[config.mk]
export PLATFORM = sky130hd
export DESIGN_NAME = semaphore_task_queue_manager_flat
export DESIGN_NICKNAME = d
export VERILOG_FILES = /design/src/stq_pkg.sv /design/src/stq_req_if.sv /design/src/stq_rsp_if.sv /design/src/semaphore_task_queue_manager.sv /design/src/flat_wrapper.sv
export SDC_FILE = /design/constraint.sdc
export NUM_CORES = 1
export LEC_CHECK = 0
export ABC_AREA = 1
export BUFFER_PORTS_ARGS = -buffer_cell sky130_fd_sc_hd__buf_2
export CAP_MARGIN = 20
export CORE_UTILIZATION = 63
export CTS_CLUSTER_DIAMETER = 80
export DETAILED_ROUTE_END_ITERATION = 8
export PLACE_DENSITY = 0.85
export SYNTH_ARGS = -nofsm -noshare
export SYNTH_HDL_FRONTEND = slang
export SYNTH_SLANG_ARGS = --single-unit
[constraint.sdc]
create_clock -name clock -period 3.5 [get_ports clock]
set_input_delay 0.525 -clock clock [delete_from_list [all_inputs] [get_ports clock]]
set_output_delay 0.525 -clock clock [all_outputs]
set_load 0.02 [all_outputs]
[src/stq_pkg.sv]
`default_nettype none
// ----------------------------------------------------------------------------
// Semaphore task queue package
// Shared widths, function and status codes, count limits and sequencer states.
// ----------------------------------------------------------------------------
package stq_pkg;

   localparam int TASK_COUNT_DEF = 8;
   localparam int SEM_COUNT_DEF  = 8;

   localparam int FUNC_W  = 2;
   localparam int SIDX_W  = 3;
   localparam int TID_W   = 4;
   localparam int STAT_W  = 2;
   localparam int CNT_W   = 5;

   typedef logic [FUNC_W-1:0]       func_type;
   typedef logic [STAT_W-1:0]       status_type;
   typedef logic [TID_W-1:0]        tid_type;
   typedef logic signed [CNT_W-1:0] count_type;

   localparam func_type FUNC_CREATE   = 2'd0;
   localparam func_type FUNC_DISPATCH = 2'd1;
   localparam func_type FUNC_P        = 2'd2;
   localparam func_type FUNC_V        = 2'd3;

   localparam status_type STATUS_OK      = 2'd0;
   localparam status_type STATUS_NO_SLOT = 2'd1;
   localparam status_type STATUS_EMPTY   = 2'd2;

   localparam count_type CNT_MAX   = 5'sd15;
   localparam count_type CNT_MIN   = -5'sd16;
   localparam count_type CNT_RESET = 5'sd1;

   localparam tid_type NULL_TASK = '0;

   typedef enum logic [2:0] {
      ST_IDLE,
      ST_EXEC,
      ST_APPEND,
      ST_WALK,
      ST_LINK_END,
      ST_POP_READY,
      ST_FINISH
   } state_type;

endpackage
`default_nettype wire

[src/stq_req_if.sv]
`default_nettype none
// ----------------------------------------------------------------------------
// Request channel
// Valid/ready channel carrying one system-call request.
// ----------------------------------------------------------------------------
interface stq_req_if import stq_pkg::*; ();
   logic                valid;
   logic                ready;
   logic [FUNC_W-1:0]   func;
   logic [SIDX_W-1:0]   sem_index;

   modport source (output valid, func, sem_index, input ready);
   modport sink   (input valid, func, sem_index, output ready);
endinterface
`default_nettype wire

[src/stq_rsp_if.sv]
`default_nettype none
// ----------------------------------------------------------------------------
// Response channel
// Valid/ready channel carrying one system-call result.
// ----------------------------------------------------------------------------
interface stq_rsp_if import stq_pkg::*; ();
   logic                    valid;
   logic                    ready;
   logic [TID_W-1:0]        task_id;
   logic                    blocked;
   logic [STAT_W-1:0]       status;
   logic signed [CNT_W-1:0] sem_count;

   modport source (output valid, task_id, blocked, status, sem_count, input ready);
   modport sink   (input valid, task_id, blocked, status, sem_count, output ready);
endinterface
`default_nettype wire

[src/semaphore_task_queue_manager.sv]
`default_nettype none
// ----------------------------------------------------------------------------
// Semaphore task queue manager
// Ready queue, per-semaphore wait queues and counts, kept as linked lists in
// one next-link table that a small sequencer walks one node per cycle.
// ----------------------------------------------------------------------------
// Plain P/V and a create with no free slot go from EXEC straight to FINISH; an
// append walks up to TASK_COUNT + 1 nodes, and a blocking P then pops ready.
// One request at a time, taken in IDLE only; the list walk over the single port
// of the next-link table is the longest step. A waiting response holds back only
// the next result, not the next request.
// Reset clears all lists, marks and the current task; counts return to 1.
// ----------------------------------------------------------------------------
module semaphore_task_queue_manager
   import stq_pkg::*;
#(
   parameter int TASK_COUNT = TASK_COUNT_DEF,
   parameter int SEM_COUNT  = SEM_COUNT_DEF
) (
   input  wire        clock,
   input  wire        reset,
   stq_req_if.sink    req_if,
   stq_rsp_if.source  rsp_if
);

   localparam int TIDX_W    = $clog2(TASK_COUNT + 1);
   localparam int SEM_DEPTH = (SEM_COUNT < (1 << SIDX_W)) ? SEM_COUNT : (1 << SIDX_W);
   localparam int SEM_IW    = (SEM_DEPTH > 1) ? $clog2(SEM_DEPTH) : 1;

   // list and semaphore state
   tid_type              next_link_ff [TASK_COUNT+1];
   tid_type              next_link_in [TASK_COUNT+1];
   logic [TASK_COUNT:1]  in_use_ff, in_use_in;
   tid_type              ready_head_ff, ready_head_in;
   tid_type              current_ff, current_in;
   count_type            sem_counter_ff [SEM_DEPTH];
   count_type            sem_counter_in [SEM_DEPTH];
   tid_type              wait_head_ff [SEM_DEPTH];
   tid_type              wait_head_in [SEM_DEPTH];

   // sequencer
   state_type            state_ff, state_in;
   func_type             func_ff, func_in;
   logic [SIDX_W-1:0]    sidx_ff, sidx_in;
   tid_type              ptr_ff, ptr_in;
   logic [TIDX_W-1:0]    steps_ff, steps_in;
   tid_type              app_tid_ff, app_tid_in;
   logic                 app_ready_ff, app_ready_in;

   // result being built
   tid_type              tid_ff, tid_in;
   logic                 blocked_ff, blocked_in;
   status_type           status_ff, status_in;
   count_type            cnt_ff, cnt_in;

   // response register
   logic                 rsp_valid_ff, rsp_valid_in;
   tid_type              rsp_tid_ff, rsp_tid_in;
   logic                 rsp_blocked_ff, rsp_blocked_in;
   status_type           rsp_status_ff, rsp_status_in;
   count_type            rsp_cnt_ff, rsp_cnt_in;

   // shared link port and helpers
   tid_type              link_raddr;
   tid_type              link_rdata;
   logic                 req_accept;
   logic                 rsp_free;
   logic [SEM_IW-1:0]    sem_idx;
   logic                 sidx_ok;
   count_type            cnt_cur, cnt_dec, cnt_inc;
   logic                 dec_neg, inc_le0;
   tid_type              wait_cur;
   tid_type              app_head;
   tid_type              free_id;
   logic                 walk_more;
   state_type            after_append;

   assign req_accept = req_if.valid && req_if.ready;
   assign rsp_free   = !rsp_valid_ff || rsp_if.ready;

   assign sem_idx  = sidx_ff[SEM_IW-1:0];
   assign sidx_ok  = int'(sidx_ff) < SEM_COUNT;
   assign cnt_cur  = sem_counter_ff[sem_idx];
   assign wait_cur = wait_head_ff[sem_idx];
   assign cnt_dec  = (cnt_cur == CNT_MIN) ? cnt_cur : cnt_cur - 5'sd1;
   assign cnt_inc  = (cnt_cur == CNT_MAX) ? cnt_cur : cnt_cur + 5'sd1;
   assign dec_neg  = cnt_dec[CNT_W-1];
   assign inc_le0  = cnt_inc[CNT_W-1] || (cnt_inc == '0);
   assign app_head = app_ready_ff ? ready_head_ff : wait_cur;

   // lowest unused task id; zero when all are taken
   always_comb begin
      free_id = NULL_TASK;
      for (int i = TASK_COUNT; i >= 1; i--) begin
         if (!in_use_ff[i]) begin
            free_id = TID_W'(i);
         end
      end
   end

   // single read port of the next-link table
   always_comb begin
      unique case (state_ff)
         ST_EXEC:      link_raddr = wait_cur;
         ST_POP_READY: link_raddr = ready_head_ff;
         default:      link_raddr = ptr_ff;
      endcase
   end
   assign link_rdata = next_link_ff[link_raddr[TIDX_W-1:0]];

   assign walk_more    = (link_rdata != NULL_TASK) && (steps_ff < TIDX_W'(TASK_COUNT));
   assign after_append = (func_ff == FUNC_P) ? ST_POP_READY : ST_FINISH;

   // next state
   always_comb begin
      state_in = state_ff;
      unique case (state_ff)
         ST_IDLE: begin
            if (req_accept) begin
               state_in = ST_EXEC;
            end
         end
         ST_EXEC: begin
            unique case (func_ff)
               FUNC_CREATE: begin
                  state_in = (free_id == NULL_TASK) ? ST_FINISH : ST_APPEND;
               end
               FUNC_DISPATCH: begin
                  state_in = ST_POP_READY;
               end
               FUNC_P: begin
                  priority if (!sidx_ok || !dec_neg) begin
                     state_in = ST_FINISH;
                  end else if (current_ff != NULL_TASK) begin
                     state_in = ST_APPEND;
                  end else begin
                     state_in = ST_POP_READY;
                  end
               end
               FUNC_V: begin
                  if (sidx_ok && inc_le0 && (wait_cur != NULL_TASK)) begin
                     state_in = ST_APPEND;
                  end else begin
                     state_in = ST_FINISH;
                  end
               end
            endcase
         end
         ST_APPEND: begin
            state_in = (app_head == NULL_TASK) ? after_append : ST_WALK;
         end
         ST_WALK: begin
            if (!walk_more) begin
               state_in = ST_LINK_END;
            end
         end
         ST_LINK_END: begin
            state_in = after_append;
         end
         ST_POP_READY: begin
            state_in = ST_FINISH;
         end
         ST_FINISH: begin
            if (rsp_free) begin
               state_in = ST_IDLE;
            end
         end
         default: begin
            state_in = ST_IDLE;
         end
      endcase
   end

   // datapath
   always_comb begin
      next_link_in   = next_link_ff;
      in_use_in      = in_use_ff;
      ready_head_in  = ready_head_ff;
      current_in     = current_ff;
      sem_counter_in = sem_counter_ff;
      wait_head_in   = wait_head_ff;
      func_in        = func_ff;
      sidx_in        = sidx_ff;
      ptr_in         = ptr_ff;
      steps_in       = steps_ff;
      app_tid_in     = app_tid_ff;
      app_ready_in   = app_ready_ff;
      tid_in         = tid_ff;
      blocked_in     = blocked_ff;
      status_in      = status_ff;
      cnt_in         = cnt_ff;
      rsp_tid_in     = rsp_tid_ff;
      rsp_blocked_in = rsp_blocked_ff;
      rsp_status_in  = rsp_status_ff;
      rsp_cnt_in     = rsp_cnt_ff;
      rsp_valid_in   = rsp_valid_ff && !rsp_if.ready;

      unique case (state_ff)
         ST_IDLE: begin
            if (req_accept) begin
               func_in    = req_if.func;
               sidx_in    = req_if.sem_index;
               tid_in     = NULL_TASK;
               blocked_in = 1'b0;
               status_in  = STATUS_OK;
               cnt_in     = '0;
            end
         end
         ST_EXEC: begin
            unique case (func_ff)
               FUNC_CREATE: begin
                  if (free_id == NULL_TASK) begin
                     status_in = STATUS_NO_SLOT;
                  end else begin
                     in_use_in[free_id[TIDX_W-1:0]] = 1'b1;
                     tid_in       = free_id;
                     app_tid_in   = free_id;
                     app_ready_in = 1'b1;
                  end
               end
               FUNC_DISPATCH: begin
               end
               FUNC_P: begin
                  if (sidx_ok) begin
                     cnt_in = cnt_dec;
                     sem_counter_in[sem_idx] = cnt_dec;
                     if (dec_neg && (current_ff != NULL_TASK)) begin
                        app_tid_in   = current_ff;
                        app_ready_in = 1'b0;
                        blocked_in   = 1'b1;
                     end
                  end
               end
               FUNC_V: begin
                  if (sidx_ok) begin
                     cnt_in = cnt_inc;
                     sem_counter_in[sem_idx] = cnt_inc;
                     if (inc_le0 && (wait_cur != NULL_TASK)) begin
                        // pop the wait queue, then append to ready
                        tid_in                = wait_cur;
                        wait_head_in[sem_idx] = link_rdata;
                        app_tid_in            = wait_cur;
                        app_ready_in          = 1'b1;
                     end
                  end
               end
            endcase
         end
         ST_APPEND: begin
            if (app_head == NULL_TASK) begin
               if (app_ready_ff) begin
                  ready_head_in = app_tid_ff;
               end else begin
                  wait_head_in[sem_idx] = app_tid_ff;
               end
               next_link_in[app_tid_ff[TIDX_W-1:0]] = NULL_TASK;
            end else begin
               ptr_in   = app_head;
               steps_in = '0;
            end
         end
         ST_WALK: begin
            if (walk_more) begin
               ptr_in   = link_rdata;
               steps_in = steps_ff + 1'b1;
            end else begin
               next_link_in[ptr_ff[TIDX_W-1:0]] = app_tid_ff;
            end
         end
         ST_LINK_END: begin
            // terminate the list at the appended task
            next_link_in[app_tid_ff[TIDX_W-1:0]] = NULL_TASK;
         end
         ST_POP_READY: begin
            tid_in     = ready_head_ff;
            current_in = ready_head_ff;
            if (ready_head_ff != NULL_TASK) begin
               ready_head_in = link_rdata;
            end else begin
               status_in = STATUS_EMPTY;
            end
         end
         ST_FINISH: begin
            if (rsp_free) begin
               rsp_valid_in   = 1'b1;
               rsp_tid_in     = tid_ff;
               rsp_blocked_in = blocked_ff;
               rsp_status_in  = status_ff;
               rsp_cnt_in     = cnt_ff;
            end
         end
         default: begin
         end
      endcase
   end

   always_ff @(posedge clock) begin
      if (reset) begin
         state_ff      <= ST_IDLE;
         rsp_valid_ff  <= 1'b0;
         in_use_ff     <= '0;
         ready_head_ff <= NULL_TASK;
         current_ff    <= NULL_TASK;
         for (int i = 0; i <= TASK_COUNT; i++) begin
            next_link_ff[i] <= NULL_TASK;
         end
         for (int s = 0; s < SEM_DEPTH; s++) begin
            sem_counter_ff[s] <= CNT_RESET;
            wait_head_ff[s]   <= NULL_TASK;
         end
      end else begin
         state_ff       <= state_in;
         rsp_valid_ff   <= rsp_valid_in;
         in_use_ff      <= in_use_in;
         ready_head_ff  <= ready_head_in;
         current_ff     <= current_in;
         next_link_ff   <= next_link_in;
         sem_counter_ff <= sem_counter_in;
         wait_head_ff   <= wait_head_in;
      end
   end

   always_ff @(posedge clock) begin
      func_ff        <= func_in;
      sidx_ff        <= sidx_in;
      ptr_ff         <= ptr_in;
      steps_ff       <= steps_in;
      app_tid_ff     <= app_tid_in;
      app_ready_ff   <= app_ready_in;
      tid_ff         <= tid_in;
      blocked_ff     <= blocked_in;
      status_ff      <= status_in;
      cnt_ff         <= cnt_in;
      rsp_tid_ff     <= rsp_tid_in;
      rsp_blocked_ff <= rsp_blocked_in;
      rsp_status_ff  <= rsp_status_in;
      rsp_cnt_ff     <= rsp_cnt_in;
   end

   // outputs
   assign req_if.ready     = (state_ff == ST_IDLE);
   assign rsp_if.valid     = rsp_valid_ff;
   assign rsp_if.task_id   = rsp_tid_ff;
   assign rsp_if.blocked   = rsp_blocked_ff;
   assign rsp_if.status    = rsp_status_ff;
   assign rsp_if.sem_count = rsp_cnt_ff;

endmodule
`default_nettype wire
[src/flat_wrapper.sv]
// flat-port wrapper written by rule: the top's interface ports become plain ports
module semaphore_task_queue_manager_flat import stq_pkg::*;
#(
   parameter int TASK_COUNT = TASK_COUNT_DEF,
   parameter int SEM_COUNT  = SEM_COUNT_DEF
)
  (clock, reset, req_if_valid, req_if_func, req_if_sem_index, req_if_ready, rsp_if_valid, rsp_if_task_id, rsp_if_blocked, rsp_if_status, rsp_if_sem_count, rsp_if_ready);
  stq_req_if req_if_i ();
  stq_rsp_if rsp_if_i ();
  input  wire clock;
  input  wire reset;
  input wire logic [$bits(req_if_i.valid)-1:0] req_if_valid;
  input wire logic [$bits(req_if_i.func)-1:0] req_if_func;
  input wire logic [$bits(req_if_i.sem_index)-1:0] req_if_sem_index;
  output wire logic [$bits(req_if_i.ready)-1:0] req_if_ready;
  output wire logic [$bits(rsp_if_i.valid)-1:0] rsp_if_valid;
  output wire logic [$bits(rsp_if_i.task_id)-1:0] rsp_if_task_id;
  output wire logic [$bits(rsp_if_i.blocked)-1:0] rsp_if_blocked;
  output wire logic [$bits(rsp_if_i.status)-1:0] rsp_if_status;
  output wire logic [$bits(rsp_if_i.sem_count)-1:0] rsp_if_sem_count;
  input wire logic [$bits(rsp_if_i.ready)-1:0] rsp_if_ready;
  assign req_if_i.valid = req_if_valid;
  assign req_if_i.func = req_if_func;
  assign req_if_i.sem_index = req_if_sem_index;
  assign req_if_ready = req_if_i.ready;
  assign rsp_if_valid = rsp_if_i.valid;
  assign rsp_if_task_id = rsp_if_i.task_id;
  assign rsp_if_blocked = rsp_if_i.blocked;
  assign rsp_if_status = rsp_if_i.status;
  assign rsp_if_sem_count = rsp_if_i.sem_count;
  assign rsp_if_i.ready = rsp_if_ready;
  semaphore_task_queue_manager #(.TASK_COUNT(TASK_COUNT), .SEM_COUNT(SEM_COUNT)) u_core (.clock(clock), .reset(reset), .req_if(req_if_i), .rsp_if(rsp_if_i));
endmodule
==> flow_metrics.tcl <==
set metrics [dict create \
    dieArea_mm2 0.0151 \
    number_of_nets_in_the_final_layout 1357 \
    wl_per_cell_um 15.1 \
    layout.core_utilization 0.723 \
    cts.path.max_buffers 2 \
    worst_reg_to_reg_cells 20 \
    h-tree-depth 4 \
    status "completed" \
    grt_first_pass_wirelength_mm 37.3 \
    antenna_found_initial 0 \
    share_comb_of_total_power 0.446 \
    ios 23 \
    power.density_mw_per_mm2 817 \
    max-vdd-ir-drop_uv 430 \
    holdBufCountCts 0 \
    die_height_um 123 \
    crit_arrival_ps 3560 \
    filler_cell_count 1119 \
    final_min_period_over_clock_period 0.910 \
    cts.clk_slew.worst_paths_ps 70 \
    hold_slack_ps 262 \
    grt_pass1_vias 7784 \
    tritoncts "done" \
    timing.critical_path.required_ps 3880 \
    regToRegStartpoint "u_core.sem_idx[0]" \
    site_row_count 43 \
    setup-violations-final 0 \
    reg_to_reg_critical_path_endpoint "u_core.next_link_ff[3]" \
    via_count 8843 \
    power.internal_w 0.00462 \
    antenna-diode-count 0 \
    power.net_switching_w 0.00368 \
    seq_area_frac_synth 0.415 \
    synthCells 1315 \
    timing.hold.worst_endpoint "u_core.sem_idx[2]" \
    fp.coreArea_mm2 0.0140 \
    die_width_um 123 \
    fmax_ghz 0.314 \
    netlist-cell-type-count 40 \
    criticalPathCategory "reg2reg" \
    detail_route.drc_violations 0 \
    gp_congestion 0.972 \
    floorplan.initialDensity 0.655 \
    clk-insertion-delay-late_ps 440 \
    rsz_0062_raised_after_global_routing "yes" \
    layout.area.seq_mm2 0.00382 \
    clock_skew_ps 12.2 \
    final_design_area_no_fill_mm2 0.0101 \
    numCtsBuffers 17 \
    seq_power_share 0.334 \
    placement.io_buffers 22 \
    syn-num-nets 1327 \
    maximum_number_of_pins_on_one_net_before_global_route_repair 51 \
    netlist.top_cell.by_area "dfxtp_1" \
    layout-area-overhead-vs-synth_pct 10.3 \
    maxSlewHeadroom 0.379 \
    switching_fraction 0.443 \
    netlist_area_mm2 0.00920 \
    drt-vias-per-instance 5.75 \
    clock_tree.root_cell "clkbuf_16" \
    ys_top_cells_by_area "dfxtp_1, edfxtp_1, inv_1" \
    routed_wl_mm 23.2 \
    track_usage 0.318 \
    hold_violations 0 \
    power.share.clock 0.220 \
    synth.ff_latch_count 170 \
    timing_worst_slew_pin_value_ps 929 \
    drtPass1Iterations 8 \
    multi_input_comb_area_mm2 0.00417 \
    finalMaxSlewViolations 0 \
    critPathMaxFanout 45 \
    drtIter0Drc 1168 \
    antenna_left 0 \
    startpoint_type "flip-flop" \
    hold_path.startpoint "req_if_sem_index[2]" \
    dpl_cell_area_mm2 0.00951 \
    globalRouteOverflowTotal 0 \
    power.leakage_nw 4.50 \
    synth_largest_type_area_fraction 0.278 \
    holdPathStages 1 \
    yosysWarnings 0 \
    min-delay-path-class "in2reg" \
    hpwlAfterDp_mm 16.0 \
    setup_tns_ps 0 \
    maxCapViolations 0 \
    final.min_clock_period_ps 3180 \
    drive_gt1_frac 0.100 \
    avgSynthCellArea_um2 7.00 \
    ff2ff_setup_slack_ps 320 \
    crit_path_end_kind "flip-flop" \
    numClockSinks 170 \
]
[worst max-delay path, cell delays in order (launching register included)]
cell and delay, ps:
edfxtp_1 520, buf_4 240, nand2_1 70, nand3_1 90, nand2_1 100, nor2_4 170, nand2_4 170, nand2_4 210
nand2_1 80, nand3_1 130, nand3_1 100, nand3_1 90, nand2_1 120, nor2_1 150, nand2_2 90, nand3_2 130
buf_12 230, nand3_2 150, nand2_1 100, inv_1 50, nor2_1 90
[power groups by stage]
stage	registers [W]	logic, W	clock network [W]
detailed placement	0.00280	0.00353	0
floorplan	0.00271	0.00273	0
global placement	0.00279	0.00346	0
global route	0.00281	0.00415	0.00191
CTS	0.00276	0.00357	0.00184
finish	0.00277	0.00370	0.00182
[flip-flops by register name, indices dropped and copies added, names as in the netlist, 5 cells and up]
register / count
u_core.cnt_ff: 5
u_core.in_use_ff: 8
u_core.next_link_ff: 36
u_core.rsp_if.sem_count: 5
u_core.sem_counter_ff: 40
u_core.wait_head_ff: 32
[kinds of logic (layout without fill, tap and decap cells)]
family | Yosys count | after routing | share of synthesized area
AO/OA/AOI/OAI | 272 | 272 | 0.172
adder cells (fa/ha/maj) | 3 | 3 | 0.00408
XOR/XNOR | 5 | 5 | 0.00476
flip-flops | 170 | 170 | 0.415
AND/OR/NAND/NOR | 557 | 557 | 0.271
buffers and inverters | 308 | 351 | 0.133
[routing by layer]
layer / up-vias / GRT usage / wire [µm]
met5: - / 0 / 0
met4: 0 / 0.127 / 598
met3: 61 / 0.0604 / 2010
met2: 456 / 0.504 / 10500
met1: 3958 / 0.426 / 10100
li1: 4368 / - / -
[layout make-up]
cell class | instances | area share
multi-input cells | 837 | 0.411
repair buffers | 54 | 0.0370
flip-flops and latches | 170 | 0.377
clock inverters | 15 | 0.0129
well taps | 180 | 0.0222
clock buffers | 17 | 0.0419
inverters | 265 | 0.0982
[repair_timing]
action / 4_1_cts / 5_1_grt
setup endpoints to repair: 0 / 103
buffers inserted: 0 / 9
endpoints found under the hold margin: 0 / 0
resized for setup: 0 / 5
[cell usage in the layout (no fill, tap or decap), types with 30 or more instances in the layout]
cell type	count
a21oi_1	100
a32oi_1	36
buf_4	30
dfxtp_1	128
edfxtp_1	42
inv_1	248
nand2_1	246
nand3_1	70
nand4_1	41
nor2_1	131
o21ai_0	99
[synth_stat cells (all sizes together)]
cell type  instances
a21oi            100
xor2               3
xnor2              2
inv              256
a211oi             3
a32oi             36
nor2             140
nor4               2
or2                7
o21ai            103
dfxtp            128
nor3              24
o22ai             16
buf               20
nand4             41
nand3b             3
and2               1
nand2            255
clkinv             9
o211ai             4
edfxtp            42
ha                 3
clkbuf            23
o221ai             7
nand3             84
a31oi              2
o21a               1
[stage by stage]
stage | worst slack, ps | power, W | cells
after global routing | -63.6 | 0.00886 | 1538
after floorplan | 814 | 0.00544 | 1315
after global placement | 269 | 0.00625 | 1497
after CTS | 174 | 0.00817 | 1529
final | 316 | 0.00830 | 1538
after detailed placement | 211 | 0.00632 | 1497
[worst max path at each step]
stage | from | end | slack, ps | cells past startpoint
finish | u_core.sem_idx[0] | u_core.next_link_ff[3] | 320 | 20
global route | u_core.sem_idx[0] | u_core.wait_head_ff[12] | -60 | 16
CTS | u_core.sem_idx[0] | u_core.app_tid_ff[0] | 170 | 15
detailed placement | u_core.sem_idx[0] | u_core.wait_head_ff[28] | 210 | 16
global placement | u_core.sem_idx[2] | u_core.app_tid_ff[0] | 270 | 16
floorplan | u_core.sem_idx[0] | u_core.app_ready_ff | 810 | 16
Power figures use the tool's default switching activity.
